**src/rtl/sba_pkg.sv**
```systemverilog
// shared types and constants of the segment allocator
// no dependencies
package sba_pkg;

    localparam int NSEG  = 64;
    localparam int IDXW  = $clog2(NSEG);
    localparam int WORDW = 16;
    localparam int BYTEW = 19;
    localparam int DIVW  = BYTEW + 1;
    localparam int CIDXW = 2;
    localparam int CDATW = 16;

    localparam logic [2:0] ST_OK       = 3'd0;
    localparam logic [2:0] ST_NO_FIT   = 3'd1;
    localparam logic [2:0] ST_ZERO     = 3'd2;
    localparam logic [2:0] ST_FULL     = 3'd3;
    localparam logic [2:0] ST_NOT_FOUND = 3'd4;

    localparam logic [CIDXW-1:0] REG_FIT   = 2'd0;
    localparam logic [CIDXW-1:0] REG_BPW   = 2'd1;
    localparam logic [CIDXW-1:0] REG_TOTAL = 2'd2;

    localparam logic FUNC_ALLOC = 1'b0;

    typedef struct packed {
        logic             valid;
        logic [WORDW-1:0] start;
        logic [WORDW-1:0] len;
        logic             hole;
    } t_seg;

    typedef struct packed {
        logic shift;
        logic build;
    } t_cell_ctl;

    typedef enum logic [2:0] {
        S_IDLE,
        S_DIV,
        S_SCAN,
        S_APPLY,
        S_DONE
    } t_state;

endpackage

```
**src/rtl/sba_cell.sv**
```systemverilog
// one segment table cell of the shifting chain
// depends on sba_pkg
module sba_cell (
    input  logic               i_clk,
    input  logic               i_rst_n,
    input  sba_pkg::t_cell_ctl i_ctl,
    input  sba_pkg::t_seg      i_init,
    input  sba_pkg::t_seg      i_d,
    output sba_pkg::t_seg      o_q
);
    sba_pkg::t_seg r_seg;
    sba_pkg::t_seg n_seg;

    always_comb begin
        n_seg = r_seg;
        if (i_ctl.build) begin
            n_seg = i_init;
        end else if (i_ctl.shift) begin
            n_seg = i_d;
        end
    end

    always_ff @(posedge i_clk) begin
        if (!i_rst_n) begin
            r_seg.valid <= 1'b0;
        end else begin
            r_seg.valid <= n_seg.valid;
        end
        r_seg.start <= n_seg.start;
        r_seg.len   <= n_seg.len;
        r_seg.hole  <= n_seg.hole;
    end

    assign o_q = r_seg;
endmodule

```
**src/rtl/sba_div.sv**
```systemverilog
// bit-serial divider by the word size, one quotient bit per cycle
// depends on sba_pkg
module sba_div (
    input  logic                     i_clk,
    input  logic                     i_rst_n,
    input  logic                     i_start,
    input  logic [sba_pkg::DIVW-1:0] i_dividend,
    input  logic [3:0]               i_divisor,
    output logic                     o_done,
    output logic [sba_pkg::DIVW-1:0] o_quot
);
    localparam int CW = $clog2(sba_pkg::DIVW + 1);

    logic                     r_busy, n_busy;
    logic [CW-1:0]            r_cnt, n_cnt;
    logic [2:0]               r_rem, n_rem;
    logic [sba_pkg::DIVW-1:0] r_q, n_q;
    logic [3:0]               r_d, n_d;
    logic [3:0]               sh;
    logic                     ge;

    always_comb begin
        sh     = {r_rem, r_q[sba_pkg::DIVW-1]};
        ge     = sh >= r_d;
        n_busy = r_busy;
        n_cnt  = r_cnt;
        n_rem  = r_rem;
        n_q    = r_q;
        n_d    = r_d;
        if (i_start) begin
            n_busy = 1'b1;
            n_cnt  = '0;
            n_rem  = '0;
            n_q    = i_dividend;
            n_d    = i_divisor;
        end else if (r_busy) begin
            n_rem = ge ? 3'(sh - r_d) : sh[2:0];
            n_q   = {r_q[sba_pkg::DIVW-2:0], ge};
            n_cnt = r_cnt + 1'b1;
            if (r_cnt == CW'(sba_pkg::DIVW - 1)) begin
                n_busy = 1'b0;
            end
        end
        o_done = !r_busy && (r_cnt == CW'(sba_pkg::DIVW));
    end

    always_ff @(posedge i_clk) begin
        if (!i_rst_n) begin
            r_busy <= 1'b0;
        end else begin
            r_busy <= n_busy;
        end
        r_cnt <= n_cnt;
        r_rem <= n_rem;
        r_q   <= n_q;
        r_d   <= n_d;
    end

    assign o_quot = r_q;
endmodule

```
**src/rtl/segment_allocator_best_worst_fit.sv**
```systemverilog
// Segment allocator: a word is taken only while idle, and its result word is loaded into
// the output register after bit-serial division by the word size, then one rotation of
// the segment chain to search or free, and for an allocation that is applied one more
// rotation to apply it; a zero-size request skips both rotations and an allocation that
// is not applied skips the second. A result word still waiting to be taken holds off the
// load; the next word is taken in the cycle after the load.
// depends on sba_pkg, sba_cell, sba_div
module segment_allocator_best_worst_fit (
    input  logic                      i_clk,
    input  logic                      i_rst_n,
    input  logic                      i_in_valid,
    output logic                      o_in_ready,
    input  logic                      i_func,
    input  logic [sba_pkg::BYTEW-1:0] i_request_bytes,
    input  logic [sba_pkg::BYTEW-1:0] i_free_byte_offset,
    output logic                      o_out_valid,
    input  logic                      i_out_ready,
    output logic [2:0]                o_status,
    output logic [sba_pkg::BYTEW-1:0] o_alloc_byte_offset,
    input  logic                      i_cfg_valid,
    output logic                      o_cfg_ready,
    input  logic [sba_pkg::CIDXW-1:0] i_cfg_index,
    input  logic [sba_pkg::CDATW-1:0] i_cfg_data
);
    localparam int N = sba_pkg::NSEG;
    localparam int IW = sba_pkg::IDXW;

    sba_pkg::t_state r_state, n_state;

    logic       r_fit;
    logic [3:0] r_bpw;
    logic [15:0] r_total;
    logic       r_ready_tbl;
    logic [IW:0] r_count, n_count;
    logic       r_func, n_func;
    logic [sba_pkg::DIVW-1:0] r_words, n_words;
    logic [IW-1:0] r_cnt, n_cnt;
    logic       r_found, n_found;
    logic [IW-1:0] r_pick, n_pick;
    logic [15:0] r_pick_len, n_pick_len;
    logic [15:0] r_pick_start, n_pick_start;
    logic       r_hit, n_hit;
    logic       r_split, n_split;
    sba_pkg::t_seg r_carry, n_carry;
    logic       r_carry_v, n_carry_v;
    logic [2:0] r_st, n_st;
    logic       r_out_valid;
    logic [2:0] r_status;
    logic [sba_pkg::BYTEW-1:0] r_ofs;

    logic [3:0] bpw;
    logic       accept;
    logic       build;
    logic       div_done;
    logic [sba_pkg::DIVW-1:0] div_q;
    logic [sba_pkg::DIVW-1:0] dividend;
    logic       load_out;
    logic       fits;
    logic       better;
    logic [19:0] prod;

    sba_pkg::t_cell_ctl ctl;
    sba_pkg::t_seg      push;
    sba_pkg::t_seg      head;
    sba_pkg::t_seg      q [N];
    sba_pkg::t_seg      seg0;

    assign bpw = (r_bpw == 4'd0) ? 4'd1 : ((r_bpw > 4'd8) ? 4'd8 : r_bpw);
    assign o_in_ready = (r_state == sba_pkg::S_IDLE);
    assign o_cfg_ready = 1'b1;
    assign accept = i_in_valid && o_in_ready;
    assign build = accept && (i_func == sba_pkg::FUNC_ALLOC) && !r_ready_tbl;
    assign dividend = (i_func == sba_pkg::FUNC_ALLOC)
                    ? ({1'b0, i_request_bytes} + sba_pkg::DIVW'(bpw) - sba_pkg::DIVW'(1))
                    : {1'b0, i_free_byte_offset};
    assign seg0 = '{valid: 1'b1, start: 16'd0, len: r_total, hole: 1'b1};
    assign head = q[0];
    assign prod = r_pick_start * bpw;

    sba_div u_div (
        .i_clk      (i_clk),
        .i_rst_n    (i_rst_n),
        .i_start    (accept),
        .i_dividend (dividend),
        .i_divisor  (bpw),
        .o_done     (div_done),
        .o_quot     (div_q)
    );

    assign ctl.shift = (r_state == sba_pkg::S_SCAN) || (r_state == sba_pkg::S_APPLY);
    assign ctl.build = build;

    for (genvar k = 0; k < N; k++) begin : g_cell
        sba_cell u_cell (
            .i_clk   (i_clk),
            .i_rst_n (i_rst_n),
            .i_ctl   (ctl),
            .i_init  ((k == 0) ? seg0 : sba_pkg::t_seg'('0)),
            .i_d     ((k == N - 1) ? push : q[(k + 1) % N]),
            .o_q     (q[k])
        );
    end

    assign fits = head.valid && head.hole && ({4'd0, head.len} >= r_words);
    assign better = r_fit ? (head.len > r_pick_len) : (head.len < r_pick_len);
    assign load_out = (r_state == sba_pkg::S_DONE) && (!r_out_valid || i_out_ready);

    // next state
    always_comb begin
        n_state = r_state;
        case (r_state)
            sba_pkg::S_IDLE: begin
                if (accept) n_state = sba_pkg::S_DIV;
            end
            sba_pkg::S_DIV: begin
                if (div_done) begin
                    if (r_func == sba_pkg::FUNC_ALLOC && div_q == '0) begin
                        n_state = sba_pkg::S_DONE;
                    end else begin
                        n_state = sba_pkg::S_SCAN;
                    end
                end
            end
            sba_pkg::S_SCAN: begin
                if (r_cnt == IW'(N - 1)) begin
                    if (r_func != sba_pkg::FUNC_ALLOC) begin
                        n_state = sba_pkg::S_DONE;
                    end else if (n_found
                                 && (n_pick_len == r_words[15:0]
                                     || r_count < (IW + 1)'(N))) begin
                        n_state = sba_pkg::S_APPLY;
                    end else begin
                        n_state = sba_pkg::S_DONE;
                    end
                end
            end
            sba_pkg::S_APPLY: begin
                if (r_cnt == IW'(N - 1)) n_state = sba_pkg::S_DONE;
            end
            sba_pkg::S_DONE: begin
                if (load_out) n_state = sba_pkg::S_IDLE;
            end
            default: n_state = sba_pkg::S_IDLE;
        endcase
    end

    // datapath and chain feed
    always_comb begin
        n_count      = r_count;
        n_func       = r_func;
        n_words      = r_words;
        n_cnt        = r_cnt;
        n_found      = r_found;
        n_pick       = r_pick;
        n_pick_len   = r_pick_len;
        n_pick_start = r_pick_start;
        n_hit        = r_hit;
        n_split      = r_split;
        n_carry      = r_carry;
        n_carry_v    = r_carry_v;
        n_st         = r_st;
        push         = head;
        case (r_state)
            sba_pkg::S_IDLE: begin
                if (accept) begin
                    n_func    = i_func;
                    n_found   = 1'b0;
                    n_hit     = 1'b0;
                    n_carry_v = 1'b0;
                    n_cnt     = '0;
                    if (build) n_count = (IW + 1)'(1);
                end
            end
            sba_pkg::S_DIV: begin
                n_words = div_q;
                if (div_done && r_func == sba_pkg::FUNC_ALLOC && div_q == '0) begin
                    n_st = sba_pkg::ST_ZERO;
                end
            end
            sba_pkg::S_SCAN: begin
                n_cnt = r_cnt + 1'b1;
                if (r_func != sba_pkg::FUNC_ALLOC) begin
                    if (head.valid && {4'd0, head.start} == r_words) begin
                        push.hole = 1'b1;
                        n_hit = 1'b1;
                    end
                end else if (fits && (!r_found || better)) begin
                    n_found      = 1'b1;
                    n_pick       = r_cnt;
                    n_pick_len   = head.len;
                    n_pick_start = head.start;
                end
                if (r_cnt == IW'(N - 1)) begin
                    if (r_func != sba_pkg::FUNC_ALLOC) begin
                        n_st = n_hit ? sba_pkg::ST_OK : sba_pkg::ST_NOT_FOUND;
                    end else if (!n_found) begin
                        n_st = sba_pkg::ST_NO_FIT;
                    end else if (n_pick_len == r_words[15:0]) begin
                        n_st    = sba_pkg::ST_OK;
                        n_split = 1'b0;
                    end else if (r_count < (IW + 1)'(N)) begin
                        n_st    = sba_pkg::ST_OK;
                        n_split = 1'b1;
                        n_count = r_count + 1'b1;
                    end else begin
                        n_st = sba_pkg::ST_FULL;
                    end
                end
            end
            sba_pkg::S_APPLY: begin
                n_cnt = r_cnt + 1'b1;
                if (r_cnt == r_pick) begin
                    push.hole = 1'b0;
                    if (r_split) begin
                        push.len      = r_words[15:0];
                        n_carry.valid = 1'b1;
                        n_carry.start = head.start + r_words[15:0];
                        n_carry.len   = head.len - r_words[15:0];
                        n_carry.hole  = 1'b1;
                        n_carry_v     = 1'b1;
                    end
                end else if (r_carry_v) begin
                    push = r_carry;
                    if (head.valid) begin
                        n_carry = head;
                    end else begin
                        n_carry_v = 1'b0;
                    end
                end
            end
            default: ;
        endcase
    end

    always_ff @(posedge i_clk) begin
        if (!i_rst_n) begin
            r_state     <= sba_pkg::S_IDLE;
            r_fit       <= 1'b0;
            r_bpw       <= 4'd8;
            r_total     <= 16'hFFFF;
            r_ready_tbl <= 1'b0;
            r_count     <= '0;
            r_out_valid <= 1'b0;
        end else begin
            r_state <= n_state;
            r_count <= n_count;
            if (build) r_ready_tbl <= 1'b1;
            if (i_cfg_valid) begin
                case (i_cfg_index)
                    sba_pkg::REG_FIT:   r_fit   <= i_cfg_data[0];
                    sba_pkg::REG_BPW:   r_bpw   <= i_cfg_data[3:0];
                    sba_pkg::REG_TOTAL: r_total <= i_cfg_data;
                    default: ;
                endcase
            end
            if (load_out) begin
                r_out_valid <= 1'b1;
            end else if (i_out_ready) begin
                r_out_valid <= 1'b0;
            end
        end
        r_func       <= n_func;
        r_words      <= n_words;
        r_cnt        <= n_cnt;
        r_found      <= n_found;
        r_pick       <= n_pick;
        r_pick_len   <= n_pick_len;
        r_pick_start <= n_pick_start;
        r_hit        <= n_hit;
        r_split      <= n_split;
        r_carry      <= n_carry;
        r_carry_v    <= n_carry_v;
        r_st         <= n_st;
        if (load_out) begin
            r_status <= r_st;
            r_ofs    <= (r_func == sba_pkg::FUNC_ALLOC && r_st == sba_pkg::ST_OK)
                      ? prod[sba_pkg::BYTEW-1:0] : '0;
        end
    end

    assign o_out_valid         = r_out_valid;
    assign o_status            = r_status;
    assign o_alloc_byte_offset = r_ofs;
endmodule
```
**config.mk**
```make
export PLATFORM = sky130hd
export DESIGN_NAME = segment_allocator_best_worst_fit
export DESIGN_NICKNAME = d
export VERILOG_FILES = /design/src/rtl/sba_pkg.sv /design/src/rtl/sba_cell.sv /design/src/rtl/sba_div.sv /design/src/rtl/segment_allocator_best_worst_fit.sv
export SDC_FILE = /design/constraint.sdc
export NUM_CORES = 2
export LEC_CHECK = 0
export ABC_AREA = 1
export BUFFER_PORTS_ARGS = -buffer_cell sky130_fd_sc_hd__buf_4
export CAP_MARGIN = 20
export CORE_MARGIN = 1
export CORE_UTILIZATION = 64
export DETAILED_ROUTE_END_ITERATION = 7
export PLACE_DENSITY = 0.81
export SYNTH_ARGS = -nofsm -noshare
export SYNTH_HDL_FRONTEND = slang
export SYNTH_SLANG_ARGS = --single-unit
```
**constraint.sdc**
```tcl
create_clock -name i_clk -period 6.7 [get_ports i_clk]
set_input_delay 0.67 -clock i_clk [delete_from_list [all_inputs] [get_ports i_clk]]
set_output_delay 0.67 -clock i_clk [all_outputs]
set_load 0.05 [all_outputs]
```
== Yosys cells after proc, flatten, opt, wreduce, memory -nomap -nowiden ==
Index checks and enable logic that the tools add are counted.
Word-level totals
  flip-flop bits (word level): 2370
  output and inout bits: 25
Cells by class
  add/subtract/negate cells: 8
  multipliers: 1
  order comparisons: 6
  eq/ne operators: 26
  muxes and demuxes: 73
  bitwise gates (word level): 3
  reduce and logical (&&, ||, !) cells: 52
Operators with widths (number)
  $mux W34: 7
  $mux W16: 5
  $mux W20: 3
  $mux W7: 7
  $mux W3: 15
  $mux W17: 2
  $mux W33: 1
  $eq A16 B16 Y1: 2
  $mux W1: 21
  $add A19 B4 Y20: 1
  $eq A16 B20 Y1: 1
  $ge A16 B20 Y1: 1
  $logic_not A20 Y1: 1
  $reduce_bool A2 Y1: 10
  $sub A20 B1 Y20 const B: 1
  $mul A16 B4 Y19: 1
  $add A16 B16 Y16: 1
  $gt A16 B16 Y1: 1
  $lt A16 B16 Y1: 1
  $sub A16 B16 Y16: 1
  $pmux W3 S5: 1
  $logic_and A1 B1 Y1: 14
  $pmux W7 S2: 1
  $ne A2 B1 Y1 const B: 6
  35 further kinds: 64

== Depth between registers and ports, before layout ==
  word-level depth: 15
  depth in mapped cells: 29
  depth with buffers taken out: 28

== Cells and area by module ==
A second synthesis with hierarchy kept.
Second synthesis, totals
  cells, all modules: 11226
  area, all modules: 113615.2 µm²
By module, submodules not included
  sba_cell: times used 64, cells an instance 149, area an instance 1564.0 µm², seq. area each 1011.0 µm²
  segment_allocator_best_worst_fit: times used 1, cells an instance 1528, area an instance 11965.2 µm², seq. area each 4304.1 µm²
  sba_div: times used 1, cells an instance 162, area an instance 1554.0 µm², seq. area each 900.9 µm²

== Worst setup path before layout ==
OpenSTA, ideal clock, no wires.
  path kind: register to register
  start: register r_bpw[3]
  end: register r_ofs, in the netlist o_alloc_byte_offset[18], data pin
  library setup time: 261 ps
  data arrival time: 4119 ps
  required time: 6439 ps
  setup slack: 2320 ps
  stages on the path, launching flop included: 22
  buffers on the path: 2
  period minus slack after synthesis: 4380 ps
  path through: dfxtp_1 -> clkbuf_1 -> nor2_1 -> clkbuf_1 -> nand2_1 -> fa_1 -> inv_1 -> fa_1 -> ha_1 -> nand2_1 -> nand2_1 -> a21oi_1 -> o21ai_0 -> inv_1 -> o21ai_0 -> a31oi_1 -> o21ai_0 -> a31oi_1 -> o21ai_0 -> a21oi_1 -> o21ai_0 -> a21oi_1
Between the ends
  word-level cells in the longest chain between the ends: 4
  elaborated cells between the ends (all ways): 5
RTL lines
  start, declared: line segment_allocator_best_worst_fit.sv:31  | logic [3:0] r_bpw;
  start signal, assigned: line segment_allocator_best_worst_fit.sv:251  | sba_pkg::REG_BPW: r_bpw <= i_cfg_data[3:0];
  $gt A4 B4 Y1: line segment_allocator_best_worst_fit.sv:68  | assign bpw = (r_bpw == 4'd0) ? 4'd1 : ((r_bpw > 4'd8) ? 4'd8 : r_bpw);
  $mux W4: line segment_allocator_best_worst_fit.sv:68
  $mux W4 *: line segment_allocator_best_worst_fit.sv:68
  via bpw[2]: line segment_allocator_best_worst_fit.sv:51  | logic [3:0] bpw;
  $mul A16 B4 Y19 *: line segment_allocator_best_worst_fit.sv:78  | assign prod = r_pick_start * bpw;
  end signal, assigned: line segment_allocator_best_worst_fit.sv:276  | r_ofs <= (r_func == sba_pkg::FUNC_ALLOC && r_st == sba_pkg::ST_OK)
  end, declared: line segment_allocator_best_worst_fit.sv:49  | logic [sba_pkg::BYTEW-1:0] r_ofs;
Mark *: on every way through the listed nets, which the timed path passes. The rest lies on a longest branch.
A chain may end at the register's enable or synchronous reset.

== Final worst setup path ==
  start: register r_bpw[3]
  end: register r_ofs, in the netlist o_alloc_byte_offset[17], data pin
Between the ends
  word-level cells in the longest chain between the ends: 4
  elaborated cells between the ends (all ways): 5
RTL lines (line)
  $gt A4 B4 Y1: segment_allocator_best_worst_fit.sv:68
  $mux W4: segment_allocator_best_worst_fit.sv:68
  $mux W4 *: segment_allocator_best_worst_fit.sv:68
  $mul A16 B4 Y19 *: segment_allocator_best_worst_fit.sv:78
Every way passes the cells marked *; elsewhere a longest branch is shown, timed or not.

==> flow_summary.ini <==
[die]
fp.dieH_um = 358
core_area_um2 = 126000
die_width_um = 358
dieArea_um2 = 128000
initial_utilization_pct = 64.6
fp-row-count = 130
design.portCount = 87

[timing]
timing_max_transition_violations_final = 0
clock_skew_ns = 0.0500
post-route-period-util_pct = 75.8
fmax_ghz = 0.197
timing.final.hold_violations = 0
finalSetupTns_ns = 0
rsz_0062_raised_after_global_routing = false
max-slew-margin-rel_pct = 21.7
final_critical_path_setup_slack_ns = 1.62
final.min_clock_period_ns = 5.08
timing_worst_slew_pin_value_ns = 1.17
setup_violations = 0

[synthesis]
synth.largest_area_cell = sky130_fd_sc_hd__dfxtp_1
synthAdderAreaFrac_pct = 2.30
synth-compound-area-share_pct = 19.2
syn-cell-area_um2 = 81300
yosys-mux-area-fraction_pct = 0
syn_avg_cell_area_um2 = 9.23
synthesized_instance_count = 8810
synth_seq_area_share_pct = 60.2
synth_async_sr_flop_share_pct = 0
yosys.area_share.xor_xnor_pct = 0.592
ys_seq_elements = 2369
synth_nets = 9002
synth_top_family_by_area = compound AO/OA/AOI/OAI gates
dominant_synthesized_flop_cell = sky130_fd_sc_hd__dfxtp_1
distinct_cell_type_count_after_synthesis = 50
synth.area.top_cells = sky130_fd_sc_hd__dfxtp_1 (55%), sky130_fd_sc_hd__o22ai_1 (16%), sky130_fd_sc_hd__inv_1 (11%)
synthDominantCellAreaShare_pct = 54.6
synth.yosys.warnings = 0
synth-edff-count = 150
synth_simple_gate_area_share_pct = 4.17

[power]
leakagePower_nw = 31.9
cell_internal_pwr_w = 0.0237
p_seq_share_pct = 45.3
power.switching_fraction_pct = 30.3
power-per-cell-area_nw_per_um2 = 377
clkPwrFrac_pct = 36.4
peak_supply_drop_mv = 0.580
total_switching_power_w = 0.0103
p_comb_share_pct = 18.3
total_power_w = 0.0339

[critical_path]
path_cells = nor2_1 > buf_4 > nand2_1 > fa_1 > inv_1 > fa_1 > ha_1 > a21oi_1 > inv_1 > a31oi_1 > o21ai_0 > a31oi_1 > o21ai_0 > nand2_1 > nand2_1 > a21oi_1 > nor2_1 > o21ai_0 > nand2_1 > o21ai_0 > a21oi_1
critical_path_class = flip-flop to flip-flop
timing.reg2reg.setup_slack_ns = 1.62
timing.critical_path.arrival_ns = 5.63
r2r.worst_path.cells = 21
setup.worst_path.start_class = flip-flop
cp_capture_type = flip-flop
worst_path_max_delay_cell = sky130_fd_sc_hd__nor2_1
worst-endpoint-required_ns = 7.26
crit_path_buffers_inverters = 3
cp_num_cells = 21
crit_path_leading_delay_family = compound AO/OA/AOI/OAI gates
cp_max_fo = 20
largest_stage_delay_on_the_critical_path_ns = 0.59

[cts]
htreeDepth = 4
path_clk_slew_ns = 0.07
clockBufferDepth = 3
cts.hold.buffers_added = 0
cts_sinks = 2369
cts_tree = done
cts.root.buffer_cell = sky130_fd_sc_hd__clkbuf_16
tritoncts.num_buffers = 212
post-cts-setup-buffer-count = 0
clock_insertion_delay_worst_skew_ns = 0.84
count_of_cells_resized_by_post_cts_repair = 0

[cells_and_area]
multiInputGateArea_um2 = 21400
antenna_cells = 0
final.fill_count = 8588
most_frequent_cells_in_the_layout = sky130_fd_sc_hd__inv_1 (2327), sky130_fd_sc_hd__dfxtp_1 (2219), sky130_fd_sc_hd__o22ai_1 (2050), sky130_fd_sc_hd__nand2_1 (539), sky130_fd_sc_hd__clkbuf_16 (217)
mostFrequentLayoutCell = sky130_fd_sc_hd__inv_1
post_route_cells_drive_above_1_share_pct = 5.81
area_growth_syn_to_layout_pct = 10.6
nets = 8828
seq_area_um2 = 48900

[grt]
grt_util_all_layers_pct = 24.2
grt_start_max_net_pins = 274
grt_pass1_wl_mm = 262
vias_in_the_first_global_route = 55100
antenna_violations_before_repair = 0
global_route.overflow_total = 0

[routing]
via_count = 57500
drt_wl_total_mm = 160
first_iter_violations = 4730
drt-wirelength-per-cell_um = 15.3
dr.pass1.iters = 6
detail-route-antenna-nets = 0
vias_per_std_cell = 5.50
drc_errors = 0

[flow_run]
cap_violations = 0

[placement]
finalWeightedCongestion = 0.881
detailed_place_hpwl_mm = 93.6
io_buffers = 85
detailedPlace.worstSlack_ns = 1.71

[worst_hold_path]
worstHoldPathType = input port to flip-flop
worst_hold_path.num_cells = 3

[outcome]
result_of_the_run = completed
path summary, 6_finish.rpt:
kind	from	end
max reg2reg	r_bpw[3]$_SDFFE_PN1P_	o_alloc_byte_offset[17]$_SDFFCE_PN0P_
min reg2reg	g_cell[45].u_cell.o_q[3]$_SDFFE_PP0N_	g_cell[44].u_cell.o_q[3]$_SDFFE_PP0N_
min	i_cfg_data[6]	r_total[6]$_SDFFE_PN1P_
max	r_bpw[3]$_SDFFE_PN1P_	o_alloc_byte_offset[17]$_SDFFCE_PN0P_
power groups by stage:
stage	Clock, W	Sequential, W	Combinational (W)
2_1_floorplan	0	0.0154	0.00493
3_3_place_gp	0	0.0156	0.00591
3_5_place_dp	0	0.0156	0.00601
4_1_cts	0.0125	0.0153	0.00605
5_1_grt	0.0131	0.0154	0.00676
6_report	0.0124	0.0154	0.00620
registers in the layout (all words and copies together), names as in the netlist, 3 cells and up:
signal / flops
u_div.r_d: 4
g_cell.u_cell.o_q: 2176
r_pick: 6
r_st: 3
u_div.r_cnt: 5
r_state: 3
u_div.r_rem: 3
r_pick_len: 16
u_div.o_quot: 20
r_words: 20
o_status: 3
o_alloc_byte_offset: 19
r_bpw: 4
r_pick_start: 16
r_carry: 33
r_count: 7
r_total: 16
r_cnt: 6
routing by layer:
metal	up-vias	part of all wire [%]	GRT usage [%]
li1	28900	-	-
met1	27100	44	31.6
met2	1223	48	40.7
met3	306	4.4	3.54
met5	-	0	0
met4	0	2.9	8.97
area by class of cell:
type                       instances  area share (%)
inverter                        2335            9.76
sequential                      2369            54.4
multi-input combinational       3565            23.8
clock buffer                     303            6.84
timing repair buffer             153            1.64
tap                             1650            2.30
clock inverter                    76            1.24
stage by stage:
step / area (um2) / hold WS, ns / cells / utilization (%)
floorplan: 81300 / 0.426 / 8810 / -
global placement: 82600 / 0.440 / 10100 / 65.6
detailed placement: 82600 / 0.435 / 10100 / 65.6
CTS: 89800 / 0.0216 / 10400 / 71.4
global route: 90000 / 0.0495 / 10500 / 71.4
finish: 90000 / 0.0686 / 10500 / 71.4
cell usage after synthesis (5+ instances only):
cell type and count:
sky130_fd_sc_hd__a21oi_1 201, sky130_fd_sc_hd__a22oi_1 19, sky130_fd_sc_hd__a31oi_1 14, sky130_fd_sc_hd__buf_1 7, sky130_fd_sc_hd__buf_2 146, sky130_fd_sc_hd__clkbuf_1 385
sky130_fd_sc_hd__dfxtp_1 2219, sky130_fd_sc_hd__edfxtp_1 150, sky130_fd_sc_hd__fa_1 32, sky130_fd_sc_hd__ha_1 98, sky130_fd_sc_hd__inv_1 2328, sky130_fd_sc_hd__nand2_1 539
sky130_fd_sc_hd__nand3_1 72, sky130_fd_sc_hd__nand4_1 35, sky130_fd_sc_hd__nor2_1 128, sky130_fd_sc_hd__nor3_1 17, sky130_fd_sc_hd__nor4_1 11, sky130_fd_sc_hd__o211ai_1 50
sky130_fd_sc_hd__o21a_1 5, sky130_fd_sc_hd__o21ai_0 192, sky130_fd_sc_hd__o22ai_1 2050, sky130_fd_sc_hd__xnor2_1 7, sky130_fd_sc_hd__xor2_1 48
worst min-delay path, stage by stage:
cell	delay, ns
sky130_fd_sc_hd__buf_4	0.08
sky130_fd_sc_hd__nand2_1	0.05
sky130_fd_sc_hd__nand3_1	0.07
cell families after synthesis:
| kind of cell | after synthesis |
|---|---|
| compound gates | 2558 |
| xor+xnor | 55 |
| fa+ha+maj | 130 |
| buf+inv | 2876 |
| flops | 2369 |
| other cells | 1 |
| simple gates | 821 |
Power figures use the tool's default switching activity.
